$ cat src/rtl/blwd_pkg.sv
// shared types and constants of the backlight level keeper with thermal derate
// used by blwd_divider, blwd_datapath, blwd_ctrl and the top level
package blwd_pkg;

  // field widths
  localparam int LEVEL_BITS = 14;
  localparam int FS_BITS    = 14;
  localparam int TEMP_BITS  = 8;
  localparam int PCT_BITS   = 7;
  localparam int PREQ_BITS  = 8;
  localparam int RB_BITS    = 16;
  localparam int MODE_BITS  = 3;
  localparam int DIGIT_BITS = 6;
  localparam int CFG_IDX_BITS  = 3;
  localparam int CFG_DATA_BITS = 16;

  // shared divider: numerator covers full_scale * 25500, divisor covers 2 * full_scale
  localparam int NUM_BITS = 29;
  localparam int DEN_BITS = 15;
  localparam int CNT_BITS = 5;

  // reciprocal divides by constants: full_scale / 10 and full_scale * percent / 100
  localparam logic [15:0] RECIP_TEN           = 16'd52429;
  localparam int          RECIP_TEN_SHIFT     = 19;
  localparam int          SET_NUM_BITS        = 21;
  localparam logic [21:0] RECIP_HUNDRED       = 22'd2684355;
  localparam int          RECIP_HUNDRED_SHIFT = 28;

  // reset values
  localparam logic [FS_BITS-1:0]    FS_RESET    = 14'd9830;
  localparam logic [LEVEL_BITS-1:0] LEVEL_RESET = 14'd9830;
  localparam logic [TEMP_BITS-1:0]  START_RESET = 8'd65;
  localparam logic [TEMP_BITS-1:0]  END_RESET   = 8'd85;
  localparam logic [PCT_BITS-1:0]   FLOOR_RESET = 7'd10;

  localparam logic [PCT_BITS-1:0]   PCT_FULL   = 7'd100;
  localparam logic [DIGIT_BITS-1:0] ASCII_ZERO = 6'h30;

  // event modes
  localparam logic [MODE_BITS-1:0] MODE_DOWN     = 3'd0;
  localparam logic [MODE_BITS-1:0] MODE_UP       = 3'd1;
  localparam logic [MODE_BITS-1:0] MODE_SET      = 3'd2;
  localparam logic [MODE_BITS-1:0] MODE_TEMP     = 3'd3;
  localparam logic [MODE_BITS-1:0] MODE_READBACK = 3'd4;

  // configuration register indexes
  localparam logic [CFG_IDX_BITS-1:0] CFG_FULL_SCALE  = 3'd0;
  localparam logic [CFG_IDX_BITS-1:0] CFG_START_TEMP  = 3'd1;
  localparam logic [CFG_IDX_BITS-1:0] CFG_END_TEMP    = 3'd2;
  localparam logic [CFG_IDX_BITS-1:0] CFG_FLOOR_PCT   = 3'd3;

  // datapath operations issued by the controller
  typedef enum logic [3:0] {
    OP_NONE,
    OP_LOAD,
    OP_STEP_DIV,
    OP_STEP_APPLY,
    OP_SET_MUL,
    OP_SET_APPLY,
    OP_CAP_INNER,
    OP_CAP_MUL,
    OP_CAP_DIV,
    OP_CAP_APPLY,
    OP_PCT_DIV,
    OP_PCT_APPLY,
    OP_OUT_LOAD
  } dp_op_t;

  typedef struct packed {
    dp_op_t op;
  } dp_cmd_t;

  typedef struct packed {
    logic [MODE_BITS-1:0] mode;
    logic                 preq_ok;
    logic                 temp_hot;
    logic                 div_done;
  } dp_status_t;

endpackage

$ cat src/rtl/blwd_divider.sv
// iterative restoring divider, one quotient bit per cycle
// depends on blwd_pkg for operand widths
module blwd_divider (
  input  logic                          clk,
  input  logic                          rst,
  input  logic                          start,
  input  logic [blwd_pkg::NUM_BITS-1:0] num,
  input  logic [blwd_pkg::DEN_BITS-1:0] den,
  output logic [blwd_pkg::NUM_BITS-1:0] quot,
  output logic                          done
);

  logic                          busy;
  logic [blwd_pkg::CNT_BITS-1:0] cnt;
  logic [blwd_pkg::DEN_BITS-1:0] rem;
  logic [blwd_pkg::DEN_BITS-1:0] den_r;
  logic [blwd_pkg::NUM_BITS-1:0] work;
  logic [blwd_pkg::DEN_BITS:0]   trial;
  logic [blwd_pkg::DEN_BITS:0]   diff;
  logic                          ge;

  // one shift and trial subtract
  always_comb begin
    trial = {rem, work[blwd_pkg::NUM_BITS-1]};
    diff  = trial - {1'b0, den_r};
    ge    = (trial >= {1'b0, den_r});
  end

  // control state
  always_ff @(posedge clk) begin
    if (rst) begin
      busy <= 1'b0;
      done <= 1'b0;
      cnt  <= '0;
    end else begin
      done <= 1'b0;
      if (start) begin
        busy <= 1'b1;
        cnt  <= blwd_pkg::CNT_BITS'(blwd_pkg::NUM_BITS - 1);
      end else if (busy) begin
        if (cnt == '0) begin
          busy <= 1'b0;
          done <= 1'b1;
        end else begin
          cnt <= cnt - 1'b1;
        end
      end
    end
  end

  // operand and partial remainder registers
  always_ff @(posedge clk) begin
    if (start) begin
      rem   <= '0;
      work  <= num;
      den_r <= den;
    end else if (busy) begin
      rem  <= ge ? diff[blwd_pkg::DEN_BITS-1:0] : trial[blwd_pkg::DEN_BITS-1:0];
      work <= {work[blwd_pkg::NUM_BITS-2:0], ge};
    end
  end

  assign quot = work;

endmodule

$ cat src/rtl/blwd_datapath.sv
// datapath: configuration, level register, operand preparation, output register
// depends on blwd_pkg and instantiates blwd_divider
module blwd_datapath (
  input  logic                               clk,
  input  logic                               rst,
  input  blwd_pkg::dp_cmd_t                  cmd,
  output blwd_pkg::dp_status_t               status,
  input  logic                               cfg_we,
  input  logic [blwd_pkg::CFG_IDX_BITS-1:0]  cfg_index,
  input  logic [blwd_pkg::CFG_DATA_BITS-1:0] cfg_data,
  input  logic [blwd_pkg::MODE_BITS-1:0]     mode,
  input  logic [blwd_pkg::PREQ_BITS-1:0]     percent_request,
  input  logic [blwd_pkg::TEMP_BITS-1:0]     temperature,
  input  logic [blwd_pkg::RB_BITS-1:0]       readback_value,
  output logic [blwd_pkg::LEVEL_BITS-1:0]    level,
  output logic                               write_request,
  output logic [blwd_pkg::PCT_BITS-1:0]      shown_percent,
  output logic [blwd_pkg::DIGIT_BITS-1:0]    digit_hundreds,
  output logic [blwd_pkg::DIGIT_BITS-1:0]    digit_tens,
  output logic [blwd_pkg::DIGIT_BITS-1:0]    digit_units
);

  // configuration registers
  logic [blwd_pkg::FS_BITS-1:0]   full_scale;
  logic [blwd_pkg::TEMP_BITS-1:0] start_temp;
  logic [blwd_pkg::TEMP_BITS-1:0] end_temp;
  logic [blwd_pkg::PCT_BITS-1:0]  floor_pct;

  // state and item registers
  logic [blwd_pkg::LEVEL_BITS-1:0] cur_level;
  logic [blwd_pkg::MODE_BITS-1:0]  mode_r;
  logic [blwd_pkg::PREQ_BITS-1:0]  preq_r;
  logic [blwd_pkg::TEMP_BITS-1:0]  temp_r;
  logic [blwd_pkg::RB_BITS-1:0]    rb_r;
  logic                            wr_r;
  logic [blwd_pkg::LEVEL_BITS-1:0] step;
  logic [blwd_pkg::DEN_BITS-1:0]   inner;
  logic [blwd_pkg::DEN_BITS-1:0]   cap_den;
  logic [blwd_pkg::NUM_BITS-1:0]   prod;
  logic [blwd_pkg::PCT_BITS-1:0]   pct;

  // divider hookup
  logic                          div_start;
  logic [blwd_pkg::NUM_BITS-1:0] div_num;
  logic [blwd_pkg::DEN_BITS-1:0] div_den;
  logic [blwd_pkg::NUM_BITS-1:0] quot;
  logic                          div_done;

  // combinational helpers
  logic [blwd_pkg::PCT_BITS-1:0]   floor_c;
  logic                            linear;
  logic [blwd_pkg::TEMP_BITS-1:0]  span;
  logic [blwd_pkg::TEMP_BITS-1:0]  to_end;
  logic [blwd_pkg::TEMP_BITS-1:0]  from_start;
  logic [blwd_pkg::DEN_BITS-1:0]   inner_next;
  logic [blwd_pkg::DEN_BITS-1:0]   cap_den_next;
  logic [32:0]                     step_prod;
  logic [41:0]                     set_prod;
  logic [blwd_pkg::LEVEL_BITS-1:0] set_level;
  logic [blwd_pkg::LEVEL_BITS:0]   up_sum;
  logic [blwd_pkg::RB_BITS-1:0]    pct_src;
  logic [23:0]                     pct_num;
  logic [blwd_pkg::PCT_BITS-1:0]   pct_next;
  logic [blwd_pkg::PCT_BITS-1:0]   low_two;
  logic [14:0]                     tens_prod;
  logic [3:0]                      tens;
  logic [3:0]                      units;
  logic                            wr_next;

  blwd_divider u_div (
    .clk   (clk),
    .rst   (rst),
    .start (div_start),
    .num   (div_num),
    .den   (div_den),
    .quot  (quot),
    .done  (div_done)
  );

  // cap interpolation terms
  always_comb begin
    floor_c    = (floor_pct > blwd_pkg::PCT_FULL) ? blwd_pkg::PCT_FULL : floor_pct;
    linear     = (end_temp > start_temp) && (temp_r <= end_temp);
    span       = end_temp - start_temp;
    to_end     = end_temp - temp_r;
    from_start = temp_r - start_temp;
    if (linear) begin
      inner_next   = blwd_pkg::DEN_BITS'(7'd100 * to_end)
                   + blwd_pkg::DEN_BITS'(floor_c * from_start);
      cap_den_next = blwd_pkg::DEN_BITS'(7'd100 * span);
    end else begin
      inner_next   = blwd_pkg::DEN_BITS'(floor_c);
      cap_den_next = blwd_pkg::DEN_BITS'(7'd100);
    end
  end

  // step, set level, percent numerator, digit split
  always_comb begin
    // divide by ten and by one hundred through reciprocal multiplies, exact over range
    step_prod = 33'(full_scale) * 33'(blwd_pkg::RECIP_TEN);
    set_prod  = 42'(prod[blwd_pkg::SET_NUM_BITS-1:0]) * 42'(blwd_pkg::RECIP_HUNDRED);
    set_level = set_prod[blwd_pkg::RECIP_HUNDRED_SHIFT +: blwd_pkg::LEVEL_BITS];
    up_sum   = {1'b0, cur_level} + {1'b0, step};
    pct_src  = (mode_r == blwd_pkg::MODE_READBACK) ? rb_r
             : blwd_pkg::RB_BITS'(cur_level);
    // 200 * v as 128v + 64v + 8v, plus full scale for rounding
    pct_num  = {1'b0, pct_src, 7'b0} + {2'b0, pct_src, 6'b0} + {5'b0, pct_src, 3'b0}
             + 24'(full_scale);
    if (full_scale == '0) begin
      pct_next = '0;
    end else if (quot > blwd_pkg::NUM_BITS'(blwd_pkg::PCT_FULL)) begin
      pct_next = blwd_pkg::PCT_FULL;
    end else begin
      pct_next = quot[blwd_pkg::PCT_BITS-1:0];
    end
    low_two   = (pct == blwd_pkg::PCT_FULL) ? '0 : pct;
    // divide by ten through reciprocal, exact below 180
    tens_prod = low_two * 8'd205;
    tens      = tens_prod[14:11];
    units     = 4'(low_two - 7'(tens * 4'd10));
    wr_next   = (mode == blwd_pkg::MODE_DOWN) || (mode == blwd_pkg::MODE_UP)
             || ((mode == blwd_pkg::MODE_TEMP) && (temperature >= start_temp));
  end

  // divider operand select
  always_comb begin
    div_start = 1'b0;
    div_num   = '0;
    div_den   = '0;
    unique case (cmd.op)
      blwd_pkg::OP_CAP_DIV: begin
        div_start = 1'b1;
        div_num   = prod;
        div_den   = cap_den;
      end
      blwd_pkg::OP_PCT_DIV: begin
        div_start = 1'b1;
        div_num   = blwd_pkg::NUM_BITS'(pct_num);
        div_den   = {full_scale, 1'b0};
      end
      default: begin
        div_start = 1'b0;
      end
    endcase
  end

  // configuration and level register
  always_ff @(posedge clk) begin
    if (rst) begin
      full_scale <= blwd_pkg::FS_RESET;
      start_temp <= blwd_pkg::START_RESET;
      end_temp   <= blwd_pkg::END_RESET;
      floor_pct  <= blwd_pkg::FLOOR_RESET;
      cur_level  <= blwd_pkg::LEVEL_RESET;
    end else begin
      if (cfg_we) begin
        unique case (cfg_index)
          blwd_pkg::CFG_FULL_SCALE: full_scale <= cfg_data[blwd_pkg::FS_BITS-1:0];
          blwd_pkg::CFG_START_TEMP: start_temp <= cfg_data[blwd_pkg::TEMP_BITS-1:0];
          blwd_pkg::CFG_END_TEMP:   end_temp   <= cfg_data[blwd_pkg::TEMP_BITS-1:0];
          blwd_pkg::CFG_FLOOR_PCT:  floor_pct  <= cfg_data[blwd_pkg::PCT_BITS-1:0];
          default: begin
          end
        endcase
      end
      unique case (cmd.op)
        blwd_pkg::OP_STEP_APPLY: begin
          if (mode_r == blwd_pkg::MODE_DOWN) begin
            if (cur_level == '0) begin
              cur_level <= full_scale;
            end else if (cur_level < step) begin
              cur_level <= '0;
            end else begin
              cur_level <= cur_level - step;
            end
          end else begin
            if (cur_level >= full_scale) begin
              cur_level <= '0;
            end else if (up_sum >= {1'b0, full_scale}) begin
              cur_level <= full_scale;
            end else begin
              cur_level <= up_sum[blwd_pkg::LEVEL_BITS-1:0];
            end
          end
        end
        blwd_pkg::OP_SET_APPLY: begin
          cur_level <= set_level;
        end
        blwd_pkg::OP_CAP_APPLY: begin
          if (blwd_pkg::NUM_BITS'(cur_level) > quot) begin
            cur_level <= quot[blwd_pkg::LEVEL_BITS-1:0];
          end
        end
        default: begin
        end
      endcase
    end
  end

  // item latch, working registers and output register
  always_ff @(posedge clk) begin
    unique case (cmd.op)
      blwd_pkg::OP_LOAD: begin
        mode_r <= mode;
        preq_r <= percent_request;
        temp_r <= temperature;
        rb_r   <= readback_value;
        wr_r   <= wr_next;
      end
      blwd_pkg::OP_STEP_DIV: begin
        step <= step_prod[blwd_pkg::RECIP_TEN_SHIFT +: blwd_pkg::LEVEL_BITS];
      end
      blwd_pkg::OP_SET_MUL: begin
        prod <= blwd_pkg::NUM_BITS'(full_scale * preq_r);
      end
      blwd_pkg::OP_CAP_INNER: begin
        inner   <= inner_next;
        cap_den <= cap_den_next;
      end
      blwd_pkg::OP_CAP_MUL: begin
        prod <= blwd_pkg::NUM_BITS'(full_scale * inner);
      end
      blwd_pkg::OP_PCT_APPLY: begin
        pct <= pct_next;
      end
      blwd_pkg::OP_OUT_LOAD: begin
        level          <= cur_level;
        write_request  <= wr_r;
        shown_percent  <= pct;
        digit_hundreds <= (pct == blwd_pkg::PCT_FULL) ? blwd_pkg::ASCII_ZERO + 6'd1
                        : blwd_pkg::ASCII_ZERO;
        digit_tens     <= blwd_pkg::ASCII_ZERO + 6'(tens);
        digit_units    <= blwd_pkg::ASCII_ZERO + 6'(units);
      end
      default: begin
      end
    endcase
  end

  // status back to the controller
  always_comb begin
    status.mode     = mode_r;
    status.preq_ok  = (preq_r <= 8'd100);
    status.temp_hot = (temp_r >= start_temp);
    status.div_done = div_done;
  end

endmodule

$ cat src/rtl/blwd_ctrl.sv
// controller: sequences one item through the datapath and runs both handshakes
// depends on blwd_pkg for command and status types
module blwd_ctrl (
  input  logic                 clk,
  input  logic                 rst,
  input  logic                 in_valid,
  output logic                 in_stall,
  output logic                 out_valid,
  input  logic                 out_stall,
  input  blwd_pkg::dp_status_t status,
  output blwd_pkg::dp_cmd_t    cmd
);

  typedef enum logic [3:0] {
    S_IDLE,
    S_DISPATCH,
    S_STEP_APPLY,
    S_SET_APPLY,
    S_CAP_MUL,
    S_CAP_DIV,
    S_CAP_WAIT,
    S_PCT_START,
    S_PCT_WAIT,
    S_OUT
  } state_t;

  state_t state;
  state_t state_next;
  logic   out_free;

  assign in_stall = (state != S_IDLE);
  assign out_free = !out_valid || !out_stall;

  // next state and datapath command
  always_comb begin
    state_next = state;
    cmd.op     = blwd_pkg::OP_NONE;
    unique case (state)
      S_IDLE: begin
        if (in_valid) begin
          cmd.op     = blwd_pkg::OP_LOAD;
          state_next = S_DISPATCH;
        end
      end
      S_DISPATCH: begin
        if ((status.mode == blwd_pkg::MODE_DOWN) || (status.mode == blwd_pkg::MODE_UP)) begin
          cmd.op     = blwd_pkg::OP_STEP_DIV;
          state_next = S_STEP_APPLY;
        end else if ((status.mode == blwd_pkg::MODE_SET) && status.preq_ok) begin
          cmd.op     = blwd_pkg::OP_SET_MUL;
          state_next = S_SET_APPLY;
        end else if ((status.mode == blwd_pkg::MODE_TEMP) && status.temp_hot) begin
          cmd.op     = blwd_pkg::OP_CAP_INNER;
          state_next = S_CAP_MUL;
        end else begin
          cmd.op     = blwd_pkg::OP_PCT_DIV;
          state_next = S_PCT_WAIT;
        end
      end
      S_STEP_APPLY: begin
        cmd.op     = blwd_pkg::OP_STEP_APPLY;
        state_next = S_PCT_START;
      end
      S_SET_APPLY: begin
        cmd.op     = blwd_pkg::OP_SET_APPLY;
        state_next = S_PCT_START;
      end
      S_CAP_MUL: begin
        cmd.op     = blwd_pkg::OP_CAP_MUL;
        state_next = S_CAP_DIV;
      end
      S_CAP_DIV: begin
        cmd.op     = blwd_pkg::OP_CAP_DIV;
        state_next = S_CAP_WAIT;
      end
      S_CAP_WAIT: begin
        if (status.div_done) begin
          cmd.op     = blwd_pkg::OP_CAP_APPLY;
          state_next = S_PCT_START;
        end
      end
      S_PCT_START: begin
        cmd.op     = blwd_pkg::OP_PCT_DIV;
        state_next = S_PCT_WAIT;
      end
      S_PCT_WAIT: begin
        if (status.div_done) begin
          cmd.op     = blwd_pkg::OP_PCT_APPLY;
          state_next = S_OUT;
        end
      end
      S_OUT: begin
        if (out_free) begin
          cmd.op     = blwd_pkg::OP_OUT_LOAD;
          state_next = S_IDLE;
        end
      end
      default: begin
        state_next = S_IDLE;
      end
    endcase
  end

  // state and output valid
  always_ff @(posedge clk) begin
    if (rst) begin
      state     <= S_IDLE;
      out_valid <= 1'b0;
    end else begin
      state <= state_next;
      if ((state == S_OUT) && out_free) begin
        out_valid <= 1'b1;
      end else if (!out_stall) begin
        out_valid <= 1'b0;
      end
    end
  end

endmodule

$ cat src/rtl/backlight_level_with_thermal_derate.sv
// Backlight level keeper with thermal derate: one event in, one result out.
// Input channel: in_valid / in_stall with mode, percent_request, temperature and
//   readback_value; an item is taken when in_valid is high and in_stall is low.
// Output channel: out_valid / out_stall with level, write_request, shown_percent
//   and three ASCII digits; the result register holds until out_stall is low.
// Config channel: cfg_valid / cfg_ready (always ready), cfg_index 0..3 selects
//   full_scale, derate_start_temp, derate_end_temp, derate_floor_percent;
//   other indexes are ignored. Write only while no item is in flight.
// One item at a time; the next item can be taken in the cycle in which out_valid
//   rises. Readback, ignored set percent, cold sample and unused modes go
//   straight to the percent division; up/down steps and set percent first apply
//   the new level; derating samples first divide for the cap. The 29-step
//   restoring divider runs once per item for the percent, again for the cap.
// A new item is taken once the previous result is in the output register, even
//   while that result still waits on out_stall; if the receiver stalls, the
//   following item finishes and then waits until the output register frees.
// Reset (rst, synchronous) restores the register defaults and a level of 9830,
//   and clears the output valid.
// depends on blwd_pkg, blwd_ctrl, blwd_datapath
module backlight_level_with_thermal_derate (
  input  logic                               clk,
  input  logic                               rst,
  input  logic                               in_valid,
  output logic                               in_stall,
  input  logic [blwd_pkg::MODE_BITS-1:0]     mode,
  input  logic [blwd_pkg::PREQ_BITS-1:0]     percent_request,
  input  logic [blwd_pkg::TEMP_BITS-1:0]     temperature,
  input  logic [blwd_pkg::RB_BITS-1:0]       readback_value,
  output logic                               out_valid,
  input  logic                               out_stall,
  output logic [blwd_pkg::LEVEL_BITS-1:0]    level,
  output logic                               write_request,
  output logic [blwd_pkg::PCT_BITS-1:0]      shown_percent,
  output logic [blwd_pkg::DIGIT_BITS-1:0]    digit_hundreds,
  output logic [blwd_pkg::DIGIT_BITS-1:0]    digit_tens,
  output logic [blwd_pkg::DIGIT_BITS-1:0]    digit_units,
  input  logic                               cfg_valid,
  output logic                               cfg_ready,
  input  logic [blwd_pkg::CFG_IDX_BITS-1:0]  cfg_index,
  input  logic [blwd_pkg::CFG_DATA_BITS-1:0] cfg_data
);

  blwd_pkg::dp_cmd_t    cmd;
  blwd_pkg::dp_status_t status;

  // config writes are always taken
  assign cfg_ready = 1'b1;

  blwd_ctrl u_ctrl (
    .clk       (clk),
    .rst       (rst),
    .in_valid  (in_valid),
    .in_stall  (in_stall),
    .out_valid (out_valid),
    .out_stall (out_stall),
    .status    (status),
    .cmd       (cmd)
  );

  blwd_datapath u_dp (
    .clk             (clk),
    .rst             (rst),
    .cmd             (cmd),
    .status          (status),
    .cfg_we          (cfg_valid & cfg_ready),
    .cfg_index       (cfg_index),
    .cfg_data        (cfg_data),
    .mode            (mode),
    .percent_request (percent_request),
    .temperature     (temperature),
    .readback_value  (readback_value),
    .level           (level),
    .write_request   (write_request),
    .shown_percent   (shown_percent),
    .digit_hundreds  (digit_hundreds),
    .digit_tens      (digit_tens),
    .digit_units     (digit_units)
  );

endmodule
$ cat config.mk
export PLATFORM = sky130hd
export DESIGN_NAME = backlight_level_with_thermal_derate
export DESIGN_NICKNAME = d
export VERILOG_FILES = /design/src/rtl/blwd_pkg.sv /design/src/rtl/blwd_divider.sv /design/src/rtl/blwd_datapath.sv /design/src/rtl/blwd_ctrl.sv /design/src/rtl/backlight_level_with_thermal_derate.sv
export SDC_FILE = /design/constraint.sdc
export NUM_CORES = 2
export LEC_CHECK = 0
export BUFFER_PORTS_ARGS = -buffer_cell sky130_fd_sc_hd__buf_2
export CAP_MARGIN = 10
export CORE_MARGIN = 5
export CORE_UTILIZATION = 30
export CTS_CLUSTER_DIAMETER = 30
export DETAILED_ROUTE_END_ITERATION = 16
export GPL_TIMING_DRIVEN = 1
export PLACE_DENSITY = 0.53
export SLEW_MARGIN = 25
export SYNTH_ARGS = -nofsm -noshare
export SYNTH_HDL_FRONTEND = slang
export SYNTH_SLANG_ARGS = --single-unit
export TNS_END_PERCENT = 1
$ cat constraint.sdc
create_clock -name clk -period 9.9 [get_ports clk]
set_input_delay 0.495 -clock clk [delete_from_list [all_inputs] [get_ports clk]]
set_output_delay 0.495 -clock clk [all_outputs]
set_load 0.02 [all_outputs]
### Yosys cells after proc, flatten, opt, wreduce, memory -nomap -nowiden

Cells that the tools add are included.
Widths: inputs -> output; s select.

| word-level totals | value |
|---|---|
| output and inout port bits | 43 |
| flip-flop bits (word level) | 275 |
| logic and storage cells | 188 |
| input bits | 59 |

| operators by class | value |
|---|---|
| reduce and logical (&&, ||, !) cells | 35 |
| multipliers | 9 |
| order comparisons | 12 |
| $add $sub $neg | 14 |
| equality and inequality tests | 38 |
| bitwise operators | 2 |
| multiplexer cells | 45 |

Operators by type and width:

| cell | count |
|---|---|
| $pmux 29 s2 | 2 |
| $mux 14 | 6 |
| $mux 29 | 2 |
| $mux 4 | 13 |
| $mul 21x22->42 const B | 1 |
| $pmux 14 s3 | 1 |
| $pmux 4 s10 | 1 |
| $pmux 4 s9 | 1 |
| $eq 4x3->1 const B | 8 |
| $mul 14x16->30 const B | 1 |
| $pmux 15 s2 | 1 |
| $gt 14x29->1 | 1 |
| $gt 29x7->1 const B | 1 |
| $mul 14x15->29 | 1 |
| $eq 4x4->1 const B | 7 |
| $logic_not 14->1 | 2 |
| $mux 7 | 4 |
| $mul 5x8->13 const A | 2 |
| $add 23x22->24 | 1 |
| $add 24x14->24 | 1 |
| $add 24x19->24 | 1 |
| $sub 8x8->8 | 3 |
| $mul 14x8->22 | 1 |
| $eq 4x2->1 const B | 4 |
| 44 further kinds | 89 |

### Logic depth before layout (Yosys ltp)

| logic depth | value |
|---|---|
| word-level depth | 11 |
| gate-level depth with buffers | 28 |
| mapped depth without buffers | 28 |

### Hierarchy

From an unflattened synthesis, not the netlist that was laid out.

| second synthesis, totals | value |
|---|---|
| cells, all modules | 4353 |
| area, all modules | 41567.4 um^2 |

Modules (own cells, without submodules):

| module | instances | sequential area each (um^2) | area each (um^2) | cells an instance |
|---|---|---|---|---|
| blwd_datapath | 1 | 5285.1 | 37589.8 | 3975 |
| blwd_divider | 1 | 1761.7 | 3459.6 | 307 |
| blwd_ctrl | 1 | 100.1 | 506.7 | 69 |
| backlight_level_with_thermal_derate | 1 | 0.0 | 11.3 | 2 |

### Worst setup path before layout

Ideal clock, no wire load.

| timing path | value |
|---|---|
| path type | reg2reg |
| from | register u_dp.full_scale[4] (netlist bit) |
| to | register u_dp.prod[28] (netlist bit), data pin |
| data arrival time | 6.135 ns |
| library setup time | 0.270 ns |
| setup slack | 3.495 ns |
| required time | 9.630 ns |
| clock period less this slack | 6.405 ns |
| cell stages (with the launch flop) | 23 |
| path buffers | 2 |
| cell sequence | dfxtp_1 clkbuf_1 clkbuf_1 nand2_1 fa_1 inv_1 fa_1 inv_1 fa_1 inv_1 fa_1 fa_1 fa_1 ha_1 o21ai_0 inv_1 a41o_1 o21a_1 a221oi_1 o2111a_1 o21ai_0 o211ai_1 a21oi_1 |

| between the ends | value |
|---|---|
| longest elaborated chain between the ends | 2 |

RTL lines:

| what | line | RTL |
|---|---|---|
| start: declaration | blwd_datapath.sv:24 | `logic [blwd_pkg::FS_BITS-1:0] full_scale;` |
| start signal: assignment | blwd_datapath.sv:150 | `full_scale <= blwd_pkg::FS_RESET;` |
| start signal: assignment | blwd_datapath.sv:158 | `blwd_pkg::CFG_FULL_SCALE: full_scale <= cfg_data[blwd_pkg::FS_BITS-1:0];` |
| $mul 14x15->29 | blwd_datapath.sv:221 | `prod <= blwd_pkg::NUM_BITS'(full_scale * inner);` |
| $pmux 29 s2 | blwd_datapath.sv:202 | `unique case (cmd.op)` |
| end signal: assignment | blwd_datapath.sv:214 | `prod <= blwd_pkg::NUM_BITS'(full_scale * preq_r);` |
| end signal: assignment | blwd_datapath.sv:221 |  |
| end: declaration | blwd_datapath.sv:39 | `logic [blwd_pkg::NUM_BITS-1:0] prod;` |

No other way between the ends.
A chain may end at the register's enable or synchronous reset.

### Worst setup path after layout

| timing path | value |
|---|---|
| from | register u_dp.prod[18] (netlist bit) |
| to | register u_dp.cur_level[13] (netlist bit) |

| between the ends | value |
|---|---|
| longest elaborated chain between the ends | 2 |

RTL lines:

| what | line | RTL |
|---|---|---|
| $mul 21x22->42 | blwd_datapath.sv:101 | `set_prod = 42'(prod[blwd_pkg::SET_NUM_BITS-1:0]) * 42'(blwd_pkg::RECIP_HUNDRED);` |
| $pmux 14 s3 | blwd_datapath.sv:166 | `unique case (cmd.op)` |
| end signal: assignment | blwd_datapath.sv:170 | `cur_level <= full_scale;` |
| end signal: assignment | blwd_datapath.sv:174 | `cur_level <= cur_level - step;` |
| end signal: assignment | blwd_datapath.sv:180 | `cur_level <= full_scale;` |
| end: declaration | blwd_datapath.sv:30 | `logic [blwd_pkg::LEVEL_BITS-1:0] cur_level;` |

No other way between the ends.

==> results.json <==
{
  "placedCellCount": 6128,
  "clock.fmax_mhz": 138,
  "ys_top_cells_by_area": "fa_1, ha_1, edfxtp_1, inv_1, dfxtp_1",
  "drt-wirelength-per-cell_microns": 18.4,
  "crit_family": "adder cells",
  "drtPass1Iterations": 8,
  "core_sq_um": 137000,
  "synthCells": 4349,
  "tightest_slew_ns": 1.05,
  "first_global_vias": 31700,
  "postCtsSetupBuffers": 0,
  "yosys.area.top_type": "fa_1",
  "crit_arrival_ns": 7.73,
  "die_area_sq_um": 145000,
  "cp-end-kind": "flop",
  "ys_seq_area_frac": 0.172,
  "synth_cell_types": 95,
  "slew_headroom": 0.300,
  "rsz0062_at_grt": "false",
  "drc": 0,
  "max_stage_delay_ns": 0.66,
  "synth_ff_type": "edfxtp_1",
  "crit_path_frequent_cell": "fa_1",
  "hold_violations": 0,
  "synth.avg_cell_area_sq_um": 9.49,
  "outcome": "completed",
  "crit_fanout": 7,
  "ios": 102,
  "initial_core_util": 0.301,
  "critPathSlowestCell": "edfxtp_1",
  "clockBufferDepth": 3,
  "grt_pass1_wl_microns": 181000,
  "period_minus_slack_ns": 7.25,
  "synth_top_area_share": 0.251,
  "place_congestion": 0.901,
  "drtAntennaViolNets": 0,
  "yosysMostFrequentCell": "inv_1",
  "die_h_microns": 381,
  "num_rows": 136,
  "hpwl_microns": 92500,
  "syn_area_sq_um": 41300,
  "path_clk_slew_ns": 0.05,
  "fin_setup_tns_ns": 0,
  "vias": 30700,
  "drive_above_1_share": 0.0659,
  "cts_resized": 0,
  "crit_buf_inv": 4,
  "synthArstFlopShare": 0,
  "wl_microns": 115000,
  "timing.max_cap.violations": 0,
  "path_cells": "fa_1 -> inv_1 -> fa_1 -> inv_1 -> fa_1 -> fa_1 -> fa_1 -> inv_1 -> fa_1 -> inv_1 -> ha_1 -> ha_1 -> a211oi_1 -> o211ai_1 -> a31o_2 -> a21o_1 -> a21oi_1 -> a211oi_1 -> o31ai_1 -> mux2i_1 -> o21ai_0",
  "fp.dieW_microns": 381,
  "drt_iter0_drc": 1795,
  "syn_to_final_growth_pct": 11.1,
  "yosysWarningCount": 0,
  "fillers": 14200,
  "cts_root_buffer": "clkbuf_16",
  "overflow": 0,
  "clkLatencyLatePin_ns": 0.65,
  "n_antenna_cell": 0,
  "report.final.slew_viol_count": 0,
  "utilization": 0.334,
  "grt.total_usage": 0.158,
  "antenna_found_initial": 2,
  "min-delay-path-class": "input pin to flop",
  "crit_required_ns": 10.39,
  "numPortBuffers": 89,
  "synth_edf_count": 185,
  "cts_tree": "yes",
  "final_cell_count_no_fill": 6240,
  "nets": 5686,
  "cts.sinks": 263,
  "cp-start-kind": "flop",
  "path_class": "flop to flop",
  "fin_crit_sh": 0.732,
  "ys_ff_latch": 263,
  "grt_start_max_net_pins": 61,
  "skew_ns": 0.0396,
  "regArea_sq_um": 7120,
  "yosys-top-cells-count": "inv_1, ha_1, fa_1",
  "setup_viol": 0,
  "multi_input_area_sq_um": 30700,
  "vias_per_cell": 4.91,
  "cts_buffers": 57,
  "htreeDepth": 2
}
==> routing by layer <==
layer / global-route usage / vias to the layer above / routed length [microns]
met1: 0.219 / 15200 / 53000
met5: 0 / - / 0
met2: 0.260 / 763 / 52800
met4: 0.0354 / 0 / 2570
li1: - / 14500 / -
met3: 0.0256 / 160 / 6700
==> through the flow <==
stage          setup WS, ns  cell area (sq um)  hold WS [ns]
6_report               2.65              45900        0.0415
5_1_grt                2.30              45900       0.00945
4_1_cts                2.64              45900      0.000209
3_5_place_dp           2.72              43800         0.411
3_3_place_gp           2.77              43700         0.404
2_1_floorplan          3.49              41300         0.400
==> final timing paths <==
| kind | from | end | slack, ns | cells past startpoint |
|---|---|---|---|---|
| max | u_dp.prod[18]$_DFFE_PP_ | u_dp.cur_level[13]$_SDFFE_PP1P_ | 2.65 | 21 |
| min | percent_request[5] | u_dp.preq_r[5]$_DFFE_PN_ | 0.04 | 1 |
| max reg2reg | u_dp.prod[18]$_DFFE_PP_ | u_dp.cur_level[13]$_SDFFE_PP1P_ | 2.65 | 21 |
| min reg2reg | u_dp.wr_r$_DFFE_PN_ | u_dp.write_request$_DFFE_PN_ | 0.42 | 0 |
==> state kept, by name, indices dropped and copies added (netlist names), 11 cells and up <==
name	count
u_dp.full_scale	14
u_dp.cap_den	13
u_dp.prod	29
u_dp.rb_r	16
u_dp.u_div.rem	15
u_dp.level	14
u_dp.inner	15
u_dp.u_div.den_r	14
u_dp.cur_level	14
u_dp.step	11
u_dp.u_div.quot	29
==> cell type report <==
class | count | share of cell area
clock buffer | 73 | 0.0349
timing repair buffer | 139 | 0.0187
tap | 1794 | 0.0489
inverter | 766 | 0.0627
clock inverter | 33 | 0.00977
sequential | 263 | 0.155
multi-input combinational | 3172 | 0.670
==> cell families (layout without fill, tap and decap cells) <==
kind of cell / after synthesis / in the layout / share of synthesized area
AOI/OAI and AO/OA: 665 / 665 / 0.107
xor gates and xnor gates: 160 / 160 / 0.0339
adders and majority gates: 1228 / 1228 / 0.466
buffers and inverters: 922 / 1011 / 0.0858
DFF: 263 / 263 / 0.172
muxes: 37 / 37 / 0.00940
other: 2 / 10 / 0.000182
and+or+nand+nor: 1072 / 1072 / 0.125
==> repair_timing <==
item | CTS | global route
setup endpoints to repair | 0 | 0
hold endpoints to repair | 6 | 0
hold buffers | 6 | 0
==> cell usage in the layout (no fill, tap or decap), types with 31 or more instances in the layout <==
cell         n
a211oi_1    33
a21o_1      56
a21oi_1    192
and2_1     150
buf_2       89
buf_4       43
clkbuf_16   59
dfxtp_1     76
edfxtp_1   185
fa_1       517
ha_1       711
inv_1      764
nand2_1    400
nand2b_1    37
nand3_1     41
nor2_1     217
nor2b_1     31
nor3_1      45
o21ai_0    124
xnor2_1    100
xor2_1      60
Power is left out: the tool's default activity adds up to more than one toggle a clock period on the data nets, which glitch-free logic cannot reach.
